File: config.mk
export PLATFORM = sky130hd
export DESIGN_NAME = lifp_mul
export DESIGN_NICKNAME = d
export VERILOG_FILES = /design/src/lifp_pkg.sv /design/src/lifp_mul.sv
export SDC_FILE = /design/constraint.sdc
export NUM_CORES = 2
export LEC_CHECK = 0
export BUFFER_PORTS_ARGS = -buffer_cell sky130_fd_sc_hd__buf_2
export CELL_PAD_IN_SITES_DETAIL_PLACEMENT = 1
export CELL_PAD_IN_SITES_GLOBAL_PLACEMENT = 2
export CORE_MARGIN = 3
export CORE_UTILIZATION = 42
export CTS_CLUSTER_SIZE = 10
export DETAILED_ROUTE_END_ITERATION = 10
export MAX_ROUTING_LAYER = met4
export PLACE_DENSITY = 0.86
export SLEW_MARGIN = 20
export SYNTH_ARGS = -nofsm -noshare
export SYNTH_HDL_FRONTEND = slang
export SYNTH_SLANG_ARGS = --single-unit
File: constraint.sdc
create_clock -name clk -period 9.2 [get_ports clk]
set_clock_uncertainty 0.2 [all_clocks]
set_input_delay 2.3 -clock clk [delete_from_list [all_inputs] [get_ports clk]]
set_output_delay 2.3 -clock clk [all_outputs]
set_load 0.05 [all_outputs]
File: src/lifp_pkg.sv
// ----------------------------------------------------------------------------
// lifp_pkg
// Shared types, constants and helpers for the paired LIF neuron update.
// ----------------------------------------------------------------------------
package lifp_pkg;

  localparam int NEURON_COUNT      = 1024;
  localparam int ADDR_W            = $clog2(NEURON_COUNT);
  localparam int IDX_W             = 10;
  localparam int SELF_EXCITE_SCALE = 65536;

  localparam int FRAC    = 16;
  localparam int MUL_A_W = 18;
  localparam int DRV_W   = 36;
  localparam int PROD_W  = MUL_A_W + DRV_W;
  localparam int Q_W     = PROD_W - FRAC;
  localparam int ACC_W   = 40;

  localparam int CFG_IDX_W = 3;

  typedef enum logic [CFG_IDX_W-1:0] {
    CFG_EXC_THRESHOLD  = 3'd0,
    CFG_INH_THRESHOLD  = 3'd1,
    CFG_EXC_LEAK_RATE  = 3'd2,
    CFG_INH_LEAK_RATE  = 3'd3,
    CFG_EXC_NOISE_FREQ = 3'd4,
    CFG_INH_NOISE_FREQ = 3'd5,
    CFG_INH_NOISE_AMP  = 3'd6,
    CFG_INHIBIT_GAIN   = 3'd7
  } cfg_idx_t;

  typedef struct packed {
    logic signed [31:0] exc_threshold;
    logic signed [31:0] inh_threshold;
    logic [16:0]        exc_leak_rate;
    logic [16:0]        inh_leak_rate;
    logic [16:0]        exc_noise_freq;
    logic [16:0]        inh_noise_freq;
    logic [30:0]        inh_noise_amp;
    logic [30:0]        inhibit_gain;
  } cfg_t;

  typedef struct packed {
    logic               fired;
    logic signed [31:0] inh;
    logic signed [31:0] exc;
  } store_word_t;

  typedef enum logic [3:0] {
    ST_CLEAR,
    ST_IDLE,
    ST_NMUL,
    ST_NUPD,
    ST_HDRV,
    ST_HMUL,
    ST_HSAT,
    ST_HFIRE,
    ST_VDRV,
    ST_VMUL,
    ST_VSAT,
    ST_VFIRE
  } state_t;

  function automatic logic signed [31:0] sat32(input logic signed [ACC_W-1:0] x);
    if (x > $signed({{(ACC_W-32){1'b0}}, 32'h7fff_ffff})) begin
      return 32'sh7fff_ffff;
    end else if (x < $signed({{(ACC_W-32){1'b1}}, 32'h8000_0000})) begin
      return 32'sh8000_0000;
    end
    return x[31:0];
  endfunction

  // strict "above threshold" test without wrap
  function automatic logic above(input logic signed [31:0] p, input logic signed [31:0] thr);
    logic signed [32:0] diff;
    diff = {p[31], p} - {thr[31], thr};
    return !diff[32] && (diff != 33'sd0);
  endfunction

endpackage

File: src/lifp_mul.sv
// ----------------------------------------------------------------------------
// lifp_mul
// Shared signed multiplier with registered product.
// ----------------------------------------------------------------------------
module lifp_mul (
  input  logic                                clk,
  input  logic                                en,
  input  logic signed [lifp_pkg::MUL_A_W-1:0] a,
  input  logic signed [lifp_pkg::DRV_W-1:0]   b,
  output logic signed [lifp_pkg::PROD_W-1:0]  prod
);
  import lifp_pkg::*;

  always_ff @(posedge clk) begin
    if (en) begin
      prod <= PROD_W'(a) * PROD_W'(b);
    end
  end

endmodule

==> metrics.txt <==
post-CTS setup buffers=0; port buffer count=109; antenna-violating nets left=0; syn_area_per_cell=9.194 um2; wire per inst=20.60 um; RSZ-0062 raised after global routing=no; pre-CTS setup slack=0.02554 ns; GR Util All Layers=25.79%; std cell rows=86; Vias/cell=5.060; Core Region=55740 um2; CTS Buf Count=5; Yosys top cell by area=fa_1; biggest regs=prod x54; # setup viols final=0; crit path time final=8.803 ns; Mapped Area=23910 um2; Post-Syn Nets=3403; CTS root buffer=clkbuf_16; Slew HR=39.64%; CTS tree=built; Die H=244.6 um; Via Count=17230; Max Cap Viol=0; outcome=completed; fmax=113.6 MHz; Area growth syn-to-layout=7.262%; Worst Setup End Kind=flip-flop; Starting Density=42.90%; max FFs per register=54; initial antenna violation count=1; vias in the first global route=20680; fill count=6561; cts repair resizes=0; Ys Warns=0; first-pass GRT wire length=115400 um; Clock Path Buffers=2; Area contributors post-synth=fa_1, inv_1, edfxtp_1; DRC Markers=0; async set or reset register ratio after synthesis=0%; Hold-fix buffers, CTS=0; EDFF count, synth=54; Die Wd=244.6 um; top cell type's share of synthesized area=51.65%; arrival time at the worst endpoint=8.69 ns; critical path startpoint category=input pin; CTS H-Tree Depth=2; sequential share of the synthesized area=6.781%; drt initial violations=717; dominant synthesized flop cell=edfxtp_1; Post-Synthesis Cells=2601; Num Clock Sinks=54; final count of pins violating max slew=0; RePlAce Congestion=0.8747; crit path max fanout=30; largest net degree at the start of global routing=55; Worst-Margin Slew=0.9054 ns; GRT Residual Overflow=0; Worst Path Required=9.09 ns; post-layout worst setup margin=0.3968 ns; Hold WC Path Type=input pin to flip-flop; detailed-route wire length=70160 um; Seq cells post-synth=54; setup TNS=0 ns; Placed Area=25510 um2; final hold vios=0; fin crit share=95.69%; Biggest register=prod; crit path kind=input pin to flip-flop; layout cells sized above 1=7.417%; Layout Cell Area excl Fill=25650 um2; first drt pass iteration count=5; HPWL Detailed=57310 um; final net count=3457; DIE AREA=59840 um2; post-synth cell types=57; boundary pin count=110; clk slew on worst S/H paths=0.08 ns; final hold slack=2.386 ns
==> worst max-delay path, stage by stage <==
cell	delay (ns)
buf_2	0.56
buf_4	0.25
nand2_1	0.07
fa_1	0.50
fa_1	0.51
fa_1	0.51
inv_1	0.05
fa_1	0.48
fa_1	0.49
inv_1	0.05
fa_1	0.48
inv_1	0.04
ha_1	0.34
a21oi_1	0.23
nor4b_2	0.43
o21ai_1	0.14
buf_4	0.19
a221oi_2	0.45
a21oi_2	0.20
a211oi_1	0.29
xnor2_1	0.10
==> cells by family after synthesis <==
group                    after synthesis  share of synthesized area (%)
buffers and inverters                822                          12.92
AND/OR/NAND/NOR                      773                          15.65
XOR/XNOR                              51                          1.868
multiplexers                           1                        0.04709
flip-flops                            54                          6.781
adder cells (fa/ha/maj)              746                          58.40
AO/OA/AOI/OAI                        154                          4.337
==> through the flow <==
stage	std cells	utilization [%]
4_1_cts	3404	46.02
6_report	3405	46.02
2_1_floorplan	2601	-
3_3_place_gp	3396	45.77
3_5_place_dp	3396	45.77
5_1_grt	3405	46.02
==> path summary, 6_finish.rpt <==
check	startpoint	to	depth (start not counted)
hold / removal	b[0]	prod[0]	2
setup / recovery	a[5]	prod[47]	21
==> placed cells by master, fill, tap and decap left out, types with 7 or more instances in the layout <==
cell,count
a211oi_1,11
a21o_1,26
a21oi_1,43
and2_1,258
buf_12,8
buf_2,109
buf_4,59
edfxtp_1,54
fa_1,617
ha_1,129
inv_1,693
nand2_1,386
nand2b_1,12
nand3_1,13
nand4_1,10
nor2_1,61
nor2b_1,8
o21ai_0,22
o21bai_1,7
xnor2_1,40
xor2_1,11
==> cells in the mapped netlist (all sizes together), types with 6 or more instances <==
master,n
a21o,26
clkbuf,126
xnor2,40
xor2,11
nor2,61
inv,693
o21ai,27
nand3,13
nand4,10
fa,617
a21oi,44
nand2,386
nor3,6
o21bai,7
nand2b,12
edfxtp,54
and2,258
ha,129
nor2b,8
a211oi,13
==> layer usage <==
layer | global-route usage (%) | vias up | part of all wire [%]
li1 | - | 7563 | -
met1 | 32.51 | 9182 | 42
met2 | 44.00 | 377 | 50
met3 | 3.725 | 106 | 4.6
met4 | 6.600 | 0 | 2.8
met5 | - | - | 0
==> area by class of cell <==
type | count | area (um2) | area share [%]
diodes | 1 | 2.502 | 0.009756
clock buffers | 6 | 128.9 | 0.5024
clock inverters | 2 | 8.758 | 0.03414
inverters | 693 | 2601 | 10.14
multi-input cells | 1725 | 19200 | 74.86
flip-flops and latches | 54 | 1622 | 6.322
well taps | 748 | 935.9 | 3.649
repair buffers | 176 | 1149 | 4.478
Power is not shown: default switching activity piles up to over one toggle a cycle in this logic, so the estimate is an artifact.
