## src/lifp_pkg.sv

```systemverilog
// ----------------------------------------------------------------------------
// lifp_pkg
// Shared types, constants and helpers for the paired LIF neuron update.
// ----------------------------------------------------------------------------
package lifp_pkg;

  localparam int NEURON_COUNT      = 1024;
  localparam int ADDR_W            = $clog2(NEURON_COUNT);
  localparam int IDX_W             = 10;
  localparam int SELF_EXCITE_SCALE = 65536;

  localparam int FRAC    = 16;
  localparam int MUL_A_W = 18;
  localparam int DRV_W   = 36;
  localparam int PROD_W  = MUL_A_W + DRV_W;
  localparam int Q_W     = PROD_W - FRAC;
  localparam int ACC_W   = 40;

  localparam int CFG_IDX_W = 3;

  typedef enum logic [CFG_IDX_W-1:0] {
    CFG_EXC_THRESHOLD  = 3'd0,
    CFG_INH_THRESHOLD  = 3'd1,
    CFG_EXC_LEAK_RATE  = 3'd2,
    CFG_INH_LEAK_RATE  = 3'd3,
    CFG_EXC_NOISE_FREQ = 3'd4,
    CFG_INH_NOISE_FREQ = 3'd5,
    CFG_INH_NOISE_AMP  = 3'd6,
    CFG_INHIBIT_GAIN   = 3'd7
  } cfg_idx_t;

  typedef struct packed {
    logic signed [31:0] exc_threshold;
    logic signed [31:0] inh_threshold;
    logic [16:0]        exc_leak_rate;
    logic [16:0]        inh_leak_rate;
    logic [16:0]        exc_noise_freq;
    logic [16:0]        inh_noise_freq;
    logic [30:0]        inh_noise_amp;
    logic [30:0]        inhibit_gain;
  } cfg_t;

  typedef struct packed {
    logic               fired;
    logic signed [31:0] inh;
    logic signed [31:0] exc;
  } store_word_t;

  typedef enum logic [3:0] {
    ST_CLEAR,
    ST_IDLE,
    ST_NMUL,
    ST_NUPD,
    ST_HDRV,
    ST_HMUL,
    ST_HSAT,
    ST_HFIRE,
    ST_VDRV,
    ST_VMUL,
    ST_VSAT,
    ST_VFIRE
  } state_t;

  function automatic logic signed [31:0] sat32(input logic signed [ACC_W-1:0] x);
    if (x > $signed({{(ACC_W-32){1'b0}}, 32'h7fff_ffff})) begin
      return 32'sh7fff_ffff;
    end else if (x < $signed({{(ACC_W-32){1'b1}}, 32'h8000_0000})) begin
      return 32'sh8000_0000;
    end
    return x[31:0];
  endfunction

  // strict "above threshold" test without wrap
  function automatic logic above(input logic signed [31:0] p, input logic signed [31:0] thr);
    logic signed [32:0] diff;
    diff = {p[31], p} - {thr[31], thr};
    return !diff[32] && (diff != 33'sd0);
  endfunction

endpackage

```

## src/lifp_cfg.sv

```systemverilog
// ----------------------------------------------------------------------------
// lifp_cfg
// Configuration register file.
// ----------------------------------------------------------------------------
module lifp_cfg (
  input  logic                                clk,
  input  logic                                rst,
  input  logic                                we,
  input  logic [lifp_pkg::CFG_IDX_W-1:0]      index,
  input  logic [31:0]                         data,
  output lifp_pkg::cfg_t                      cfg
);
  import lifp_pkg::*;

  always_ff @(posedge clk) begin
    if (rst) begin
      cfg.exc_threshold  <= 32'sd32768;
      cfg.inh_threshold  <= 32'sd32768;
      cfg.exc_leak_rate  <= 17'd6554;
      cfg.inh_leak_rate  <= 17'd6554;
      cfg.exc_noise_freq <= 17'd0;
      cfg.inh_noise_freq <= 17'd0;
      cfg.inh_noise_amp  <= 31'd0;
      cfg.inhibit_gain   <= 31'd65536;
    end else if (we) begin
      case (cfg_idx_t'(index))
        CFG_EXC_THRESHOLD:  cfg.exc_threshold  <= data;
        CFG_INH_THRESHOLD:  cfg.inh_threshold  <= data;
        CFG_EXC_LEAK_RATE:  cfg.exc_leak_rate  <= data[16:0];
        CFG_INH_LEAK_RATE:  cfg.inh_leak_rate  <= data[16:0];
        CFG_EXC_NOISE_FREQ: cfg.exc_noise_freq <= data[16:0];
        CFG_INH_NOISE_FREQ: cfg.inh_noise_freq <= data[16:0];
        CFG_INH_NOISE_AMP:  cfg.inh_noise_amp  <= data[30:0];
        CFG_INHIBIT_GAIN:   cfg.inhibit_gain   <= data[30:0];
        default: ;
      endcase
    end
  end

endmodule

```

## config.mk

```make
export PLATFORM = sky130hd
export DESIGN_NAME = lifp_cfg
export DESIGN_NICKNAME = d
export VERILOG_FILES = /design/src/lifp_pkg.sv /design/src/lifp_cfg.sv
export SDC_FILE = /design/constraint.sdc
export NUM_CORES = 1
export LEC_CHECK = 0
export ABC_AREA = 1
export BUFFER_PORTS_ARGS = -buffer_cell sky130_fd_sc_hd__buf_4
export CORE_MARGIN = 1.5
export CORE_UTILIZATION = 35
export CTS_CLUSTER_SIZE = 14
export DETAILED_ROUTE_END_ITERATION = 10
export RECOVER_POWER = 50
export SLEW_MARGIN = 20
export SYNTH_ARGS = -nofsm -noshare
export SYNTH_HDL_FRONTEND = slang
export SYNTH_SLANG_ARGS = --single-unit
export TNS_END_PERCENT = 100
```

## constraint.sdc

```tcl
create_clock -name clk -period 2 [get_ports clk]
set_input_delay 0.5 -clock clk [delete_from_list [all_inputs] [get_ports clk]]
set_output_delay 0.5 -clock clk [all_outputs]
set_load 0.02 [all_outputs]
```

==> results of run 1 <==
[worst max path at each step]
stage,to,slack (ps),cells past startpoint
2_1_floorplan,cfg[138],630,7
3_5_place_dp,cfg[125],320,6
5_1_grt,cfg[8],250,7
6_report,cfg[6],370,7
4_1_cts,cfg[112],510,1
3_3_place_gp,cfg[124],330,5
[power breakdown]
| part | switching, W | internal [W] | total, W |
|---|---|---|---|
| logic | 0.000704 | 0.000420 | 0.00112 |
| clock network | 0.00158 | 0.00206 | 0.00364 |
| registers | 0.0000782 | 0.00400 | 0.00408 |
[per-stage QoR]
step | utilization (%) | cell area (um^2) | power (W) | instances | hold slack, ps
2_1_floorplan | - | 7490 | 0.00479 | 1085 | 546
3_3_place_gp | 46.1 | 9700 | 0.00529 | 1549 | 443
3_5_place_dp | 46.1 | 9700 | 0.00530 | 1549 | 450
4_1_cts | 49.1 | 10300 | 0.00892 | 1581 | 270
5_1_grt | 48.9 | 10300 | 0.00921 | 1581 | 275
6_report | 48.9 | 10300 | 0.00884 | 1581 | 284
[layout by cell type (no fill, tap or decap), drive strengths merged]
cell type	n
nand2	250
clkinv	2
bufinv	3
clkinvlp	3
nand3	164
dfxtp	194
o21ai	1
inv	44
buf	253
nor2	366
clkbuf	26
[final cells by class]
type / count / area share (%)
Sequential cell: 194 / 37.8
Multi-Input combinational cell: 781 / 30.9
Timing Repair Buffer: 260 / 20.4
Clock buffer: 19 / 4.41
Tap cell: 275 / 3.35
Clock inverter: 13 / 1.68
Inverter: 39 / 1.47
[worst reg2reg max path, cell delays in order (launching register included)]
cell and delay (ps):
dfxtp_1 390, nor2_1 70, nor2_1 130
[routing by layer]
layer / vias up / GRT usage, %
li1: 3766 / -
met1: 3314 / 29.0
met2: 218 / 33.3
met3: 21 / 4.71
met4: 0 / 6.34
met5: - / 0
[cells by family after synthesis]
family	synth area share (%)
and+or+nand+nor	42.0
DFF	51.8
buffers and inverters	6.13
AOI/OAI and AO/OA	0.0667
==> results.json, run 1 <==
{
  "fin_tns_setup_ps": 0,
  "reg2reg_depth": 2,
  "antenna_found_initial": 0,
  "layout_min_cycle_time_ps": 1630,
  "synth_common_cells": "nor2_1 (362), nand2_1 (250), dfxtp_1 (194)",
  "clk_latency_ps": 430,
  "final-setup-viol-count": 0,
  "clk_pin_slew_worst_paths_ps": 80,
  "hold_end": "cfg[120]",
  "grt.total_usage_pct": 21.2,
  "vias": 7319,
  "numCtsBuffers": 17,
  "cts_hold_buf": 0,
  "syn_nets": 1123,
  "synth_cells": 1085,
  "crit_required_ps": 2320,
  "async_reset_ff_share_pct": 0,
  "max_stage_delay_ps": 420,
  "synth_top_cell_by_area": "dfxtp_1",
  "ant_nets": 0,
  "timing.rr.start": "cfg[63]",
  "arrival_ps": 1960,
  "multi_input_area_um2": 3180,
  "via_per_inst": 4.63,
  "path_common_cell": "nand2_1",
  "largest_reg_flops": 194,
  "wl_um": 23900,
  "top_register": "cfg",
  "finalMaxSlewViolations": 0,
  "post_cts_buffers": 0,
  "crit_slowest_cell": "clkbuf_2",
  "irDropWorstVdd_mv": 0.564,
  "routed.top_layer": "met4",
  "crit_type": "in -> reg",
  "die_y_um": 149,
  "fp.dieW_um": 149,
  "regArea_um2": 3880,
  "reg2reg_to": "cfg[63]",
  "ys_top_cells_by_area": "dfxtp_1 (52%), nor2_1 (18%), nand2_1 (13%), nand3_1 (11%), buf_2 (2.5%)",
  "yosysMostFrequentCell": "nor2_1",
  "wl_met1_um": 11100,
  "yosysUniqueCellTypes": 11,
  "cts_sinks": 194,
  "dieArea_um2": 22300,
  "crit_chain": "clkbuf_1 > nand2_1 > nor2_1 > clkbuf_2 > nand2_1 > nand2_1 > nor2_1",
  "ios": 232,
  "clock_skew_ps": 0,
  "hp-start": "data[7]",
  "crit_family": "buffers and inverters",
  "hold_depth": 3,
  "first_pass_iters": 5,
  "fin_nets": 1331,
  "ys_seq_area_share_pct": 51.8,
  "htreeDepth": 4,
  "overflow": 0,
  "place_ws_ps": 319,
  "synth_flop_cell": "dfxtp_1",
  "drc": 0,
  "port_buffers": 231,
  "num_rows": 53,
  "wl_met2_um": 11000,
  "rsz0062_at_grt": "false",
  "antenna_cells": 0,
  "layout_setup_ws_ps": 367,
  "status": "complete, no violations",
  "leakagePower_nw": 4.84,
  "crit_buf_inv": 2,
  "reg.largest.list": "cfg (194)",
  "max_clock_freq_ghz": 0.613,
  "hold_path.class": "in -> reg",
  "end_kind": "flip-flop",
  "ys_warn_count": 0,
  "cts_root_buf": "clkbuf_16",
  "tritoncts": "built",
  "timing.final.crit_share_pct": 81.6,
  "hpwlAfterDp_um": 16400,
  "syn-cell-area_um2": 7490,
  "post_cts_resized": 0,
  "start_kind": "input port",
  "drt_iter0_drc": 490,
  "grt_pass1_wl_um": 35900,
  "synth-seq-cells": 194,
  "tightest_slew_ps": 873,
  "grt_pass1_vias": 6233,
  "cap_violations": 0,
  "grt_max_degree": 60,
  "drive_gt1_share_pct": 22.9,
  "slew-limit-headroom_pct": 41.8,
  "worstPathMaxFanout": 20,
  "clk_path_buf_depth": 2,
  "power-per-cell-area_nw_per_um2": 860,
  "regToRegSetupSlack_ps": 1350,
  "wl_met3_um": 1480,
  "synth_top_area_share_pct": 51.8,
  "syn_area_per_cell_um2": 6.90,
  "synth_edf_count": 0,
  "syn_to_final_growth_pct": 37.2,
  "wl_per_cell_um": 15.1,
  "core-area_um2": 21000,
  "nFillCells": 2180,
  "gp_congestion": 0.783,
  "cp-startpoint": "index[1]",
  "initial_core_util_pct": 35.6,
  "hold_viol": 0
}
Note: power is estimated with default switching activity, not from simulation.
==> inputs of run 2 (changes only) <==
- clock period: 2 -> 1.39 ns (I/O delays scaled with it)
==> run 2 against run 1 <==
Non-clock buffer count is 12 higher. Largest cell class unchanged. Worst setup slack worse by 310 ps. Final cell count is 0.76% higher. Global-route usage is 0.44 points higher. Register-to-register slack worse by 600 ps.
==> results.json, run 2 (synthesis gave the netlist of run 1 again) <==
{
  "timing.final.crit_share_pct": 96.0,
  "wl_per_cell_um": 15.3,
  "status": "complete, no violations",
  "clk_latency_ps": 430,
  "post_cts_resized": 0,
  "slew-limit-headroom_pct": 53.2,
  "crit_chain": "buf_4",
  "port_buffers": 231,
  "drive_gt1_share_pct": 23.5,
  "initial_core_util_pct": 35.6,
  "hold_path.class": "in -> reg",
  "htreeDepth": 4,
  "drc": 0,
  "layout_setup_ws_ps": 55.3,
  "max_stage_delay_ps": 390,
  "cts_root_buf": "clkbuf_16",
  "tritoncts": "built",
  "mostFrequentLayoutCells": "nor2_1 (356), nand2_1 (250), buf_4 (248), dfxtp_1 (194), nand3_1 (164)",
  "reg2reg_depth": 2,
  "rsz0062_at_grt": "false",
  "leakagePower_nw": 4.87,
  "dieArea_um2": 22300,
  "drt_iter0_drc": 402,
  "hp-start": "data[8]",
  "die_y_um": 149,
  "hold_viol": 0,
  "largest_reg_flops": 194,
  "grt_max_degree": 61,
  "gp_congestion": 0.803,
  "via_per_inst": 4.63,
  "finalMaxSlewViolations": 0,
  "crit_type": "reg -> out",
  "overflow": 0,
  "tightest_slew_ps": 702,
  "clk_pin_slew_worst_paths_ps": 70,
  "cts_sinks": 194,
  "hpwlAfterDp_um": 16700,
  "max_clock_freq_ghz": 0.749,
  "grt.total_usage_pct": 21.7,
  "wl_um": 24300,
  "num_rows": 53,
  "fin_nets": 1343,
  "regToRegSetupSlack_ps": 750,
  "cp-startpoint": "cfg[63]",
  "arrival_ps": 990,
  "cp.depth": 1,
  "endpoint": "cfg[63]",
  "antenna_cells": 0,
  "reg.largest.list": "cfg (194)",
  "syn_to_final_growth_pct": 37.5,
  "start_kind": "flip-flop",
  "crit_slowest_cell": "dfxtp_1",
  "fin_tns_setup_ps": 0,
  "cap_violations": 0,
  "ant_nets": 0,
  "vias": 7382,
  "core-area_um2": 21000,
  "worstPathMaxFanout": 2,
  "numCtsBuffers": 17,
  "top_register": "cfg",
  "timing.rr.start": "cfg[63]",
  "place_ws_ps": -165,
  "post_cts_buffers": 0,
  "layout_min_cycle_time_ps": 1330,
  "crit_family": "flip-flops",
  "irDropWorstVdd_mv": 0.781,
  "grt_pass1_wl_um": 36700,
  "first_pass_iters": 5,
  "reg2reg_to": "cfg[63]",
  "layout.cells.most_common": "nor2_1",
  "antenna_found_initial": 0,
  "final-setup-viol-count": 0,
  "cts_hold_buf": 0,
  "crit_buf_inv": 1,
  "power-per-cell-area_nw_per_um2": 1180,
  "end_kind": "output port",
  "crit_required_ps": 1040,
  "grt_pass1_vias": 6447,
  "fp.dieW_um": 149,
  "ios": 232,
  "clk_path_buf_depth": 2,
  "clock_skew_ps": 0
}
-- run 2: cell type report --
| cell class | count | area (um^2) |
|---|---|---|
| Multi-Input combinational cell | 781 | 3180 |
| Sequential cell | 194 | 3880 |
| Tap cell | 275 | 344 |
| Inverter | 39 | 151 |
| Fill cell | 2156 | 10700 |
| Timing Repair Buffer | 272 | 2190 |
| Clock inverter | 11 | 78.8 |
| Clock buffer | 21 | 470 |
-- run 2: how the worst min path moves through the flow --
stage                     to  cells after the start
CTS                 cfg[121]                      3
detailed placement   cfg[99]                      2
finish              cfg[121]                      3
global placement    cfg[104]                      2
global route        cfg[114]                      3
floorplan           cfg[114]                      2
-- run 2: metal layers --
layer	global-route usage (%)	routed length (um)
met3	5.81	1950
met2	33.0	11000
met1	29.7	10900
met4	6.78	395
met5	0	0
-- run 2: power by group --
part | switching, W | internal (W)
Clock | 0.00218 | 0.00244
Sequential | 0.000116 | 0.00575
Combinational | 0.00101 | 0.000619
-- run 2: per-stage QoR --
stage	cell area (um^2)	hold slack [ps]	std cells	utilization, %	power (W)
after floorplan	7490	461	1085	-	0.00689
after global placement	9810	440	1561	46.7	0.00765
after detailed placement	9810	450	1561	46.7	0.00766
after CTS	10400	110	1593	49.3	0.0123
after global routing	10300	117	1593	49.0	0.0127
final	10300	124	1593	49.0	0.0121
